<file path="config.mk">
export PLATFORM = sky130hd
export DESIGN_NAME = xtea_cbc_block_cipher_unit
export DESIGN_NICKNAME = d
export VERILOG_FILES = /design/src/xcbc_pkg.sv /design/src/xcbc_regs.sv /design/src/xcbc_front.sv /design/src/xcbc_back.sv /design/src/xtea_cbc_block_cipher_unit.sv
export SDC_FILE = /design/constraint.sdc
export NUM_CORES = 2
export LEC_CHECK = 0
export ABC_AREA = 1
export BUFFER_PORTS_ARGS = -buffer_cell sky130_fd_sc_hd__clkbuf_2
export CORE_AREA = 2 2 329 331
export CTS_CLUSTER_SIZE = 14
export DETAILED_ROUTE_END_ITERATION = 8
export DIE_AREA = 0 0 331 333
export PLACE_DENSITY = 0.85
export SETUP_SLACK_MARGIN = 0.4
export SLEW_MARGIN = 20
export SYNTH_ARGS = -nofsm -noshare
export SYNTH_HDL_FRONTEND = slang
export SYNTH_HIERARCHICAL = 1
export SYNTH_SLANG_ARGS = --single-unit
export TNS_END_PERCENT = 1
</file>
<file path="constraint.sdc">
create_clock -name i_clk -period 13.6 [get_ports i_clk]
set_input_delay 2.72 -clock i_clk [delete_from_list [all_inputs] [get_ports i_clk]]
set_output_delay 2.72 -clock i_clk [all_outputs]
set_load 0.03 [all_outputs]
</file>
<file path="src/xcbc_pkg.sv">
package xcbc_pkg;

    localparam int ADDR_W      = 6;
    localparam int DATA_W      = 64;
    localparam int REG_IDX_W   = 3;
    localparam int QUEUE_DEPTH = 2;
    localparam int ROUND_W     = 7;

    localparam logic [31:0] DELTA = 32'h9E37_79B9;
    localparam logic [ROUND_W-1:0] ROUNDS_RESET = 7'd32;

    localparam logic [REG_IDX_W-1:0] REG_KEY0   = 3'd0;
    localparam logic [REG_IDX_W-1:0] REG_KEY1   = 3'd1;
    localparam logic [REG_IDX_W-1:0] REG_KEY2   = 3'd2;
    localparam logic [REG_IDX_W-1:0] REG_KEY3   = 3'd3;
    localparam logic [REG_IDX_W-1:0] REG_IV     = 3'd4;
    localparam logic [REG_IDX_W-1:0] REG_DECRYPT = 3'd5;
    localparam logic [REG_IDX_W-1:0] REG_ROUNDS = 3'd6;

    typedef struct packed {
        logic [3:0][31:0]    key;
        logic [63:0]         iv;
        logic                dec;
        logic [ROUND_W-1:0]  rounds;
    } t_cfg;

    typedef struct packed {
        logic        new_msg;
        logic [31:0] lo;
        logic [31:0] hi;
    } t_item;

    typedef struct packed {
        logic busy;
        logic wr_out;
    } t_bstat;

    function automatic logic [31:0] mix(input logic [31:0] x);
        return ((x << 4) ^ (x >> 5)) + x;
    endfunction

endpackage

</file>
<file path="src/xcbc_regs.sv">
module xcbc_regs (
    input  logic                        i_clk,
    input  logic                        i_rst_n,
    input  logic                        psel,
    input  logic                        penable,
    input  logic                        pwrite,
    input  logic [xcbc_pkg::ADDR_W-1:0] paddr,
    input  logic [xcbc_pkg::DATA_W-1:0] pwdata,
    output logic [xcbc_pkg::DATA_W-1:0] prdata,
    output logic                        pready,
    output xcbc_pkg::t_cfg              o_cfg
);

    xcbc_pkg::t_cfg r_cfg;
    logic [xcbc_pkg::REG_IDX_W-1:0] s_idx;
    logic s_wr;

    assign s_idx  = paddr[xcbc_pkg::ADDR_W-1:3];
    assign s_wr   = psel && penable && pwrite;
    assign pready = 1'b1;
    assign o_cfg  = r_cfg;

    always_ff @(posedge i_clk) begin
        if (!i_rst_n) begin
            r_cfg.key    <= '0;
            r_cfg.iv     <= '0;
            r_cfg.dec    <= 1'b0;
            r_cfg.rounds <= xcbc_pkg::ROUNDS_RESET;
        end else if (s_wr) begin
            unique case (s_idx)
                xcbc_pkg::REG_KEY0:    r_cfg.key[0] <= pwdata[31:0];
                xcbc_pkg::REG_KEY1:    r_cfg.key[1] <= pwdata[31:0];
                xcbc_pkg::REG_KEY2:    r_cfg.key[2] <= pwdata[31:0];
                xcbc_pkg::REG_KEY3:    r_cfg.key[3] <= pwdata[31:0];
                xcbc_pkg::REG_IV:      r_cfg.iv     <= pwdata;
                xcbc_pkg::REG_DECRYPT: r_cfg.dec    <= pwdata[0];
                xcbc_pkg::REG_ROUNDS:  r_cfg.rounds <= pwdata[xcbc_pkg::ROUND_W-1:0];
                default: ;
            endcase
        end
    end

    always_comb begin
        unique case (s_idx)
            xcbc_pkg::REG_KEY0:    prdata = {32'd0, r_cfg.key[0]};
            xcbc_pkg::REG_KEY1:    prdata = {32'd0, r_cfg.key[1]};
            xcbc_pkg::REG_KEY2:    prdata = {32'd0, r_cfg.key[2]};
            xcbc_pkg::REG_KEY3:    prdata = {32'd0, r_cfg.key[3]};
            xcbc_pkg::REG_IV:      prdata = r_cfg.iv;
            xcbc_pkg::REG_DECRYPT: prdata = {63'd0, r_cfg.dec};
            xcbc_pkg::REG_ROUNDS:  prdata = {57'd0, r_cfg.rounds};
            default:               prdata = '0;
        endcase
    end

endmodule

</file>
<file path="src/xcbc_front.sv">
module xcbc_front #(
    parameter int DEPTH = xcbc_pkg::QUEUE_DEPTH
) (
    input  logic            i_clk,
    input  logic            i_rst_n,
    input  logic            i_push,
    input  xcbc_pkg::t_item i_item,
    output logic            o_full,
    output logic            o_vld,
    output xcbc_pkg::t_item o_item,
    input  logic            i_pop
);

    localparam int PTR_W = (DEPTH > 1) ? $clog2(DEPTH) : 1;
    localparam int CNT_W = $clog2(DEPTH + 1);
    localparam logic [PTR_W-1:0] PTR_LAST = PTR_W'(DEPTH - 1);
    localparam logic [CNT_W-1:0] CNT_FULL = CNT_W'(DEPTH);

    xcbc_pkg::t_item r_mem [DEPTH];
    logic [PTR_W-1:0] r_wptr, r_rptr;
    logic [CNT_W-1:0] r_cnt;
    logic s_wr, s_rd;

    assign o_full = (r_cnt == CNT_FULL);
    assign o_vld  = (r_cnt != '0);
    assign o_item = r_mem[r_rptr];
    assign s_wr   = i_push && !o_full;
    assign s_rd   = i_pop && o_vld;

    always_ff @(posedge i_clk) begin
        if (s_wr) begin
            r_mem[r_wptr] <= i_item;
        end
    end

    always_ff @(posedge i_clk) begin
        if (!i_rst_n) begin
            r_wptr <= '0;
            r_rptr <= '0;
            r_cnt  <= '0;
        end else begin
            if (s_wr) begin
                r_wptr <= (r_wptr == PTR_LAST) ? '0 : r_wptr + 1'b1;
            end
            if (s_rd) begin
                r_rptr <= (r_rptr == PTR_LAST) ? '0 : r_rptr + 1'b1;
            end
            if (s_wr && !s_rd) begin
                r_cnt <= r_cnt + 1'b1;
            end else if (s_rd && !s_wr) begin
                r_cnt <= r_cnt - 1'b1;
            end
        end
    end

endmodule

</file>
<file path="src/xcbc_back.sv">
module xcbc_back (
    input  logic            i_clk,
    input  logic            i_rst_n,
    input  xcbc_pkg::t_cfg  i_cfg,
    input  logic            i_vld,
    input  xcbc_pkg::t_item i_item,
    output logic            o_take,
    output logic            o_empty,
    input  logic            i_pop,
    output logic [31:0]     o_out_low,
    output logic [31:0]     o_out_high,
    output xcbc_pkg::t_bstat o_stat
);

    localparam logic ST_IDLE = 1'b0;
    localparam logic ST_RUN  = 1'b1;

    logic                         r_state;
    logic [xcbc_pkg::ROUND_W-1:0] r_cnt;
    logic [31:0]                  r_v0, r_v1, r_sum;
    logic [63:0]                  r_chain, r_cv, r_held;
    logic                         r_out_vld;
    logic [31:0]                  r_out_lo, r_out_hi;

    logic [63:0] s_cv_sel, s_blk, s_start, s_res;
    logic [31:0] s_sum0;
    logic [31:0] s_e_v0, s_e_v1, s_e_s1;
    logic [31:0] s_d_v0, s_d_v1, s_d_s1;
    logic        s_fin;

    always_comb begin
        s_cv_sel = i_item.new_msg ? i_cfg.iv : r_chain;
        s_blk    = {i_item.hi, i_item.lo};
        s_start  = i_cfg.dec ? s_blk : (s_blk ^ s_cv_sel);
        s_sum0   = i_cfg.dec ? xcbc_pkg::DELTA * 32'(i_cfg.rounds) : 32'd0;

        s_e_v0 = r_v0 + (xcbc_pkg::mix(r_v1) ^ (r_sum + i_cfg.key[r_sum[1:0]]));
        s_e_s1 = r_sum + xcbc_pkg::DELTA;
        s_e_v1 = r_v1 + (xcbc_pkg::mix(s_e_v0) ^ (s_e_s1 + i_cfg.key[s_e_s1[12:11]]));

        s_d_v1 = r_v1 - (xcbc_pkg::mix(r_v0) ^ (r_sum + i_cfg.key[r_sum[12:11]]));
        s_d_s1 = r_sum - xcbc_pkg::DELTA;
        s_d_v0 = r_v0 - (xcbc_pkg::mix(s_d_v1) ^ (s_d_s1 + i_cfg.key[s_d_s1[1:0]]));

        s_res  = i_cfg.dec ? ({r_v1, r_v0} ^ r_cv) : {r_v1, r_v0};
        s_fin  = (r_state == ST_RUN) && (r_cnt == '0) && (!r_out_vld || i_pop);
        o_take = (r_state == ST_IDLE) && i_vld;
    end

    assign o_empty       = !r_out_vld;
    assign o_out_low     = r_out_lo;
    assign o_out_high    = r_out_hi;
    assign o_stat.busy   = (r_state == ST_RUN);
    assign o_stat.wr_out = s_fin;

    always_ff @(posedge i_clk) begin
        if (!i_rst_n) begin
            r_state   <= ST_IDLE;
            r_out_vld <= 1'b0;
            r_chain   <= '0;
        end else begin
            unique case (r_state)
                ST_IDLE: begin
                    if (o_take) begin
                        r_state <= ST_RUN;
                    end
                end
                ST_RUN: begin
                    if (s_fin) begin
                        r_state <= ST_IDLE;
                        r_chain <= i_cfg.dec ? r_held : s_res;
                    end
                end
                default: r_state <= ST_IDLE;
            endcase
            if (s_fin) begin
                r_out_vld <= 1'b1;
            end else if (i_pop) begin
                r_out_vld <= 1'b0;
            end
        end
    end

    always_ff @(posedge i_clk) begin
        if (o_take) begin
            r_cnt  <= i_cfg.rounds;
            r_sum  <= s_sum0;
            r_v0   <= s_start[31:0];
            r_v1   <= s_start[63:32];
            r_cv   <= s_cv_sel;
            r_held <= s_blk;
        end else if ((r_state == ST_RUN) && (r_cnt != '0)) begin
            r_cnt <= r_cnt - 1'b1;
            if (i_cfg.dec) begin
                r_v0  <= s_d_v0;
                r_v1  <= s_d_v1;
                r_sum <= s_d_s1;
            end else begin
                r_v0  <= s_e_v0;
                r_v1  <= s_e_v1;
                r_sum <= s_e_s1;
            end
        end
        if (s_fin) begin
            r_out_lo <= s_res[31:0];
            r_out_hi <= s_res[63:32];
        end
    end

endmodule

</file>
<file path="src/xtea_cbc_block_cipher_unit.sv">
// XTEA in CBC mode over 64-bit blocks. Push one block per beat (low word v0, high word v1);
// set i_new_message to reload the chain value from the IV register before that block.
// Each block runs round_count full XTEA rounds on one shared round unit, one full round per
// clock, so a block occupies the round engine through load, rounds and write-back (the
// round count resets to 32). An input queue keeps accepting blocks until it is full
// while the engine works, and a finished block waits in an output register until popped
// while the next block is already being enciphered; write-back waits for that pop.
module xtea_cbc_block_cipher_unit #(
    parameter int QUEUE_DEPTH = xcbc_pkg::QUEUE_DEPTH
) (
    input  logic                        i_clk,
    input  logic                        i_rst_n,
    input  logic                        psel,
    input  logic                        penable,
    input  logic                        pwrite,
    input  logic [xcbc_pkg::ADDR_W-1:0] paddr,
    input  logic [xcbc_pkg::DATA_W-1:0] pwdata,
    output logic [xcbc_pkg::DATA_W-1:0] prdata,
    output logic                        pready,
    input  logic                        push,
    output logic                        full,
    input  logic                        i_new_message,
    input  logic [31:0]                 i_in_low,
    input  logic [31:0]                 i_in_high,
    output logic                        empty,
    input  logic                        pop,
    output logic [31:0]                 o_out_low,
    output logic [31:0]                 o_out_high
);

    xcbc_pkg::t_cfg   s_cfg;
    xcbc_pkg::t_item  s_in_item, s_q_item;
    xcbc_pkg::t_bstat s_stat;
    logic             s_q_vld, s_q_take;

    assign s_in_item.new_msg = i_new_message;
    assign s_in_item.lo      = i_in_low;
    assign s_in_item.hi      = i_in_high;

    xcbc_regs u_regs (
        .i_clk   (i_clk),
        .i_rst_n (i_rst_n),
        .psel    (psel),
        .penable (penable),
        .pwrite  (pwrite),
        .paddr   (paddr),
        .pwdata  (pwdata),
        .prdata  (prdata),
        .pready  (pready),
        .o_cfg   (s_cfg)
    );

    xcbc_front #(
        .DEPTH (QUEUE_DEPTH)
    ) u_front (
        .i_clk   (i_clk),
        .i_rst_n (i_rst_n),
        .i_push  (push),
        .i_item  (s_in_item),
        .o_full  (full),
        .o_vld   (s_q_vld),
        .o_item  (s_q_item),
        .i_pop   (s_q_take)
    );

    xcbc_back u_back (
        .i_clk      (i_clk),
        .i_rst_n    (i_rst_n),
        .i_cfg      (s_cfg),
        .i_vld      (s_q_vld),
        .i_item     (s_q_item),
        .o_take     (s_q_take),
        .o_empty    (empty),
        .i_pop      (pop),
        .o_out_low  (o_out_low),
        .o_out_high (o_out_high),
        .o_stat     (s_stat)
    );

    a_take_valid: assert property (@(posedge i_clk) disable iff (!i_rst_n)
        s_q_take |-> (s_q_vld && !s_stat.busy))
        else $error("engine took a block from an empty queue or while busy");

    a_no_overwrite: assert property (@(posedge i_clk) disable iff (!i_rst_n)
        s_stat.wr_out |-> (empty || pop))
        else $error("result register overwritten before pop");

    a_push_queued: assert property (@(posedge i_clk) disable iff (!i_rst_n)
        (push && !full) |=> s_q_vld)
        else $error("accepted block missing from queue");

    a_take_runs: assert property (@(posedge i_clk) disable iff (!i_rst_n)
        s_q_take |=> (s_stat.busy && !s_q_take))
        else $error("engine did not start after taking a block");

endmodule

</file>
# --- After elaboration in Yosys (flattened, before gate mapping) ---
# Memories as Yosys holds them, arrays and structs flattened. A register that Yosys moved wholly into a read port is not among the register bits.
# Cells that the tools add are included.
op_classes:
  addsub: 19
  mul: 1
  n_lt_le_gt_ge: 4
  n_eq_ne: 7
  mux: 38
  n_bitwise: 11
  reduce_logical: 30
ops:
  columns: ["cell", "n"]
  rows:
  - ["$mux W32", 14]
  - ["$pmux W64 S7", 1]
  - ["$add A32 B32 Y32", 10]
  - ["$bmux W32 S2", 4]
  - ["$mux W64", 4]
  - ["$xor A32 B27 Y32", 4]
  - ["$xor A32 B32 Y32", 4]
  - ["$xor A64 B64 Y64", 2]
  - ["$sub A32 B32 Y32", 2]
  - ["$add A32 B32 Y32 const B", 1]
  - ["$mul A32 B7 Y32 const A", 1]
  - ["$sub A32 B32 Y32 const B", 1]
  - ["$reduce_and A2 Y1", 8]
  - ["$mux W7", 2]
  - ["$lt A2 B3 Y1 const B", 4]
  - ["$logic_and A1 B1 Y1", 10]
  - ["$mux W1", 10]
  - ["$eq A3 B3 Y1 const B", 3]
  - ["$reduce_bool A2 Y1", 4]
  - ["$logic_not A7 Y1", 1]
  - ["$reduce_bool A7 Y1", 1]
  - ["$sub A7 B1 Y7 const B", 1]
  - ["$eq A3 B2 Y1 const B", 2]
  - ["$logic_not A1 Y1", 4]
  - ["10 further kinds", 12]
totals:
  reg_bits: 565
  ram_bits: 130
  inputBits: 142
  output_inout_bits: 131
  wordCells: 132
  memories: 1
memory_table:
  columns: ["memory", "depth", "word_bits", "rd", "rd_clocked_by_memory_dff", "wr", "line_no", "text"]
  rows:
  - ["u_front.r_mem", 2, 65, 1, 1, 1, "xcbc_front.sv:19", "xcbc_pkg::t_item r_mem [DEPTH];"]

# --- Logic depth before layout (Yosys ltp) ---
logic_depth:
  depth_word: 12
  mapped_depth: 63
  depth_no_buf: 60

# --- Hierarchy ---
# The synthesis kept the hierarchy.
by_module_without_submodules:
  columns: ["module", "n_inst", "cells_per_inst", "area_per_inst_um2", "seq_area_each_um2"]
  rows:
  - ["xcbc_back", 1, 6504, 45303.4, 10179.8]
  - ["xcbc_regs", 1, 1588, 9895.7, 4003.8]
  - ["xcbc_front", 1, 239, 5141.2, 4003.8]

# --- Worst setup path before layout ---
# OpenSTA, ideal clock, no wires.
synth_timing:
  kind: "register -> register"
  startpoint: "reg u_back.r_sum[11]"
  endpoint: "reg u_back.r_v0[31] (data pin)"
  arrival_time_ns: 7.490
  setup_slack_ns: 5.858
  stages_incl_launch_ff: 53
  synth_period_minus_slack_ns: 7.742
  path_cell_list: "edfxtp_1 buf_2 inv_1 clkbuf_1 clkbuf_1 o21ai_0 o22ai_1 ha_1 inv_1 fa_1 nand3b_1 nand2_1 a21oi_1 o21ai_1 a21boi_1 inv_1 a21oi_1 o21ai_1 [... 17 more ...] nor4_1 a221oi_1 nand2_1 xor2_1 xor2_1 ha_1 nand2_1 inv_1 a221oi_1 o211ai_1 a31oi_1 inv_1 nand3_1 nand2_1 nand3_1 nand3_1 nand2_1 nand2_1"
synth_via:
  elab_chain_cells: 12
synth_rtl:
  columns: ["item", "line_no", "text"]
  rows:
  - ["start: declaration", "xcbc_back.sv:20", "logic [31:0] r_v0, r_v1, r_sum;"]
  - ["start signal: assignment", "xcbc_back.sv:87", "r_sum <= s_sum0;"]
  - ["start signal: assignment", "xcbc_back.sv:97", "r_sum <= s_d_s1;"]
  - ["start signal: assignment", "xcbc_back.sv:101", "r_sum <= s_e_s1;"]
  - ["$bmux W32 S2", "xcbc_back.sv:41", "s_d_v1 = r_v1 - (xcbc_pkg::mix(r_v0) ^ (r_sum + i_cfg.key[r_sum[12:11]]));"]
  - ["$mux W32 (implied by the code)", "xcbc_back.sv:41", null]
  - ["$add A32 B32 Y32", "xcbc_back.sv:41", null]
  - ["$xor A32 B32 Y32", "xcbc_back.sv:41", null]
  - ["$sub A32 B32 Y32", "xcbc_back.sv:41", null]
  - ["$xor A32 B27 Y32", "xcbc_pkg.sv:39", "return ((x << 4) ^ (x >> 5)) + x;"]
  - ["$add A32 B32 Y32", "xcbc_pkg.sv:39", null]
  - ["$xor A32 B32 Y32", "xcbc_back.sv:43", "s_d_v0 = r_v0 - (xcbc_pkg::mix(s_d_v1) ^ (s_d_s1 + i_cfg.key[s_d_s1[1:0]]));"]
  - ["$sub A32 B32 Y32", "xcbc_back.sv:43", null]
  - ["$mux W32 *", "xcbc_back.sv:94", "if (i_cfg.dec) begin"]
  - ["$mux W32 *", "xcbc_back.sv:92", "end else if ((r_state == ST_RUN) && (r_cnt != '0)) begin"]
  - ["$mux W32 *", "xcbc_back.sv:85", "if (o_take) begin"]
  - ["end signal: assignment", "xcbc_back.sv:88", "r_v0 <= s_start[31:0];"]
  - ["end signal: assignment", "xcbc_back.sv:95", "r_v0 <= s_d_v0;"]
  - ["end signal: assignment", "xcbc_back.sv:99", "r_v0 <= s_e_v0;"]
  - ["end: declaration", "xcbc_back.sv:20", null]
# Mark *: on every way between the ends. The rest lies on a longest branch, timed or not. The select of a mux whose other input is x is not followed.
# A chain may end at the register's enable or synchronous reset.

# --- Final worst setup path ---
# Ends and elaborated chain as after synthesis.

==> metrics.md <==
| Metric | Value |
|---|---|
| Final cell count without fillers | `9888` |
| Grt total ovfl | `0` |
| Area Overhead vs Synth | `7.95%` |
| Final Hold Fails | `0` |
| Setup Fix Bufs, Post-CTS | `0` |
| Detailed router's first-iteration violation count | `8350` |
| Arrival @ worst endpoint | `around 12000 ps` |
| Setup-failing EPs final | `0` |
| Critical path type | `flip-flop to flip-flop` |
| ANT nets after route | `0` |
| CTS HTree Levels | `3` |
| Slew Limit Fails | `0` |
| Post-route setup TNS | `0 ps` |
| CP max-delay cell | `xor2_1` |
| Clock tree buffer depth | `3` |
| Sink Count | `a little under 700` |
| Skew-Pair Late Insertion Delay | `around 710 ps` |
| Final period util | `83.7%` |
| Setup crit start kind | `flip-flop` |
| Leading cell type in the layout, fill and taps excluded | `nand2_1` |
| Final setup skew | `approximately 90 ps` |
| CP Buf/Inv Count | `6` |
| Total CTS buffers | `75` |
| Placeable core area | `between 100000 and 150000 µm²` |
| F_max | `just under 90 MHz` |
| Mapped Area | `around 60000 µm²` |
| Status | `finished, final reports clean` |
| DRC Markers | `0` |
| Hold buffers post-CTS | `0` |
| Syn_area_per_cell | `between 7 and 8 µm²` |
| Worst hold path type | `flip-flop to flip-flop` |
| Fin nets | `around 9k` |
| Largest net degree at the start of global routing | `~120` |
| Final WL | `about 260000 µm` |
| DR WL/cell | `~26 µm` |
| Via Count | `61.9k` |
| Clock Tree Root | `clkbuf_16` |
| Port-buffer cells | `around 270` |
| CTS-repair resized insts | `0` |
| Antenna violations before repair | `25` |
| Reg2reg start | `u_back/r_sum[11]$_DFFE_PP_` |
| Vias per inst | `about 6.3` |
| Final min period | `around 11000 ps` |
| Slew @ Worst Pin | `~1200 ps` |
| Placed cells | `between 9k and 10k` |
| Max-cap check violation count | `0` |
| Overall routing resource usage | `45.3%` |
| Reg clk slew, reported paths | `approximately 70 ps` |
| Top-Level Pins | `273` |
| Initial cell density of the core | `a little under three fifths` |
| R2R Setup Slk | `2220 ps` |
| Die ar. | `110000 µm²` |
| Critical Path End Type | `flip-flop` |
| Row Count | `120` |
| Crit Path Max Fanout | `54` |
| Vias in the first global route | `between 50k and 60k` |
| First-pass GRT wire length | `368000 µm` |
| Critical Path Source | `u_back/r_sum[11]$_DFFE_PP_` |
| Worst rel slew slack | `a little over a fifth` |
| Largest delay share family, worst path | `compound AO/OA/AOI/OAI gates` |
| Fraction of layout cells with a size suffix above 1 | `~7.2%` |
| Die height | `between 300 and 400 µm` |
| Worst path required time | `14030 ps` |
| Final Wtd Congestion | `approximately 1.1` |
| CP peak stage delay | `~700 ps` |
| First drt pass iteration count | `8` |
| Most frequent cells in the layout | `1717 x nand2_1, 863 x nor2_1, 858 x a21oi_1` |
| Post-Syn Nets | `~9k` |
| Die width | `331 µm` |
| RSZ-0062 raised after global routing | `no` |
| Hold path startpoint | `u_regs/o_cfg[1]$_SDFFE_PN0P_` |
| CTS tree | `built` |
| Syn. warnings | `6` |
| Syn Inst Count | `8329` |
| HPWL Detailed | `around 200000 µm` |
| Cell seen most often among critical-path stages | `nand2_1` |
worst min-delay path, delay by kind of cell (launching register included):
family | cells | cell delay, ps
DFF | 1 | 330
and+or+nand+nor | 2 | 130
metal layers:
metal / GRT usage (%) / share of wire [%] / vias to the layer above
met5: 0 / 0.033 / -
met4: 32.7 / 8.7 / 14
met3: 9.63 / 10 / 794
met2: 69.0 / 43 / 3806
met1: 56.7 / 38 / 29100
li1: - / - / 28200
final cells by class:
| cell class | count | area (µm²) |
|---|---|---|
| Multi-Input combinational cell | 6443 | 37500 |
| Sequential cell | 696 | 18200 |
| Timing Repair Buffer | 339 | 1900 |
| Fill cell | 9526 | 41500 |
| Inverter | 857 | 3240 |
| Clock buffer | 104 | 2070 |
| Antenna cell | 11 | 27.5 |
| Tap cell | 1403 | 1760 |
| Clock inverter | 35 | 428 |
state kept, by name, indices dropped and copies added (netlist names), named ones only:
name / count
u_front/r_mem: 130
u_back/r_cv: 64
u_front/r_wptr: 1
u_front/r_cnt: 2
u_back/r_v0: 32
u_back/r_held: 64
u_back/r_v1: 32
u_back/o_out_low: 32
u_back/r_out_vld: 1
u_front/r_rptr: 1
u_back/r_chain: 64
u_back/r_state: 1
u_back/o_out_high: 32
u_back/r_cnt: 7
u_regs/o_cfg: 200
u_back/r_sum: 32
metrics by stage:
stage	area, µm²	util, %	hold WS (ps)	setup slack, ps
final	65100	61.1	489	2220
after global routing	65100	61.1	519	2000
after CTS	65100	61.1	491	2690
after detailed placement	62600	58.7	478	2730
after global placement	62600	58.7	467	2820
after floorplan	60300	-	467	5860
path summary, 6_finish.rpt:
kind,cells after the start,endpoint
setup / recovery,40,u_back/r_v0[31]$_DFFE_PP_
hold / removal,2,u_regs/o_cfg[1]$_SDFFE_PN0P_
setup reg to reg,40,u_back/r_v0[31]$_DFFE_PP_
hold reg to reg,2,u_regs/o_cfg[1]$_SDFFE_PN0P_
Power is not shown: default switching activity piles up to over one toggle a cycle in this logic, so the estimate is an artifact.
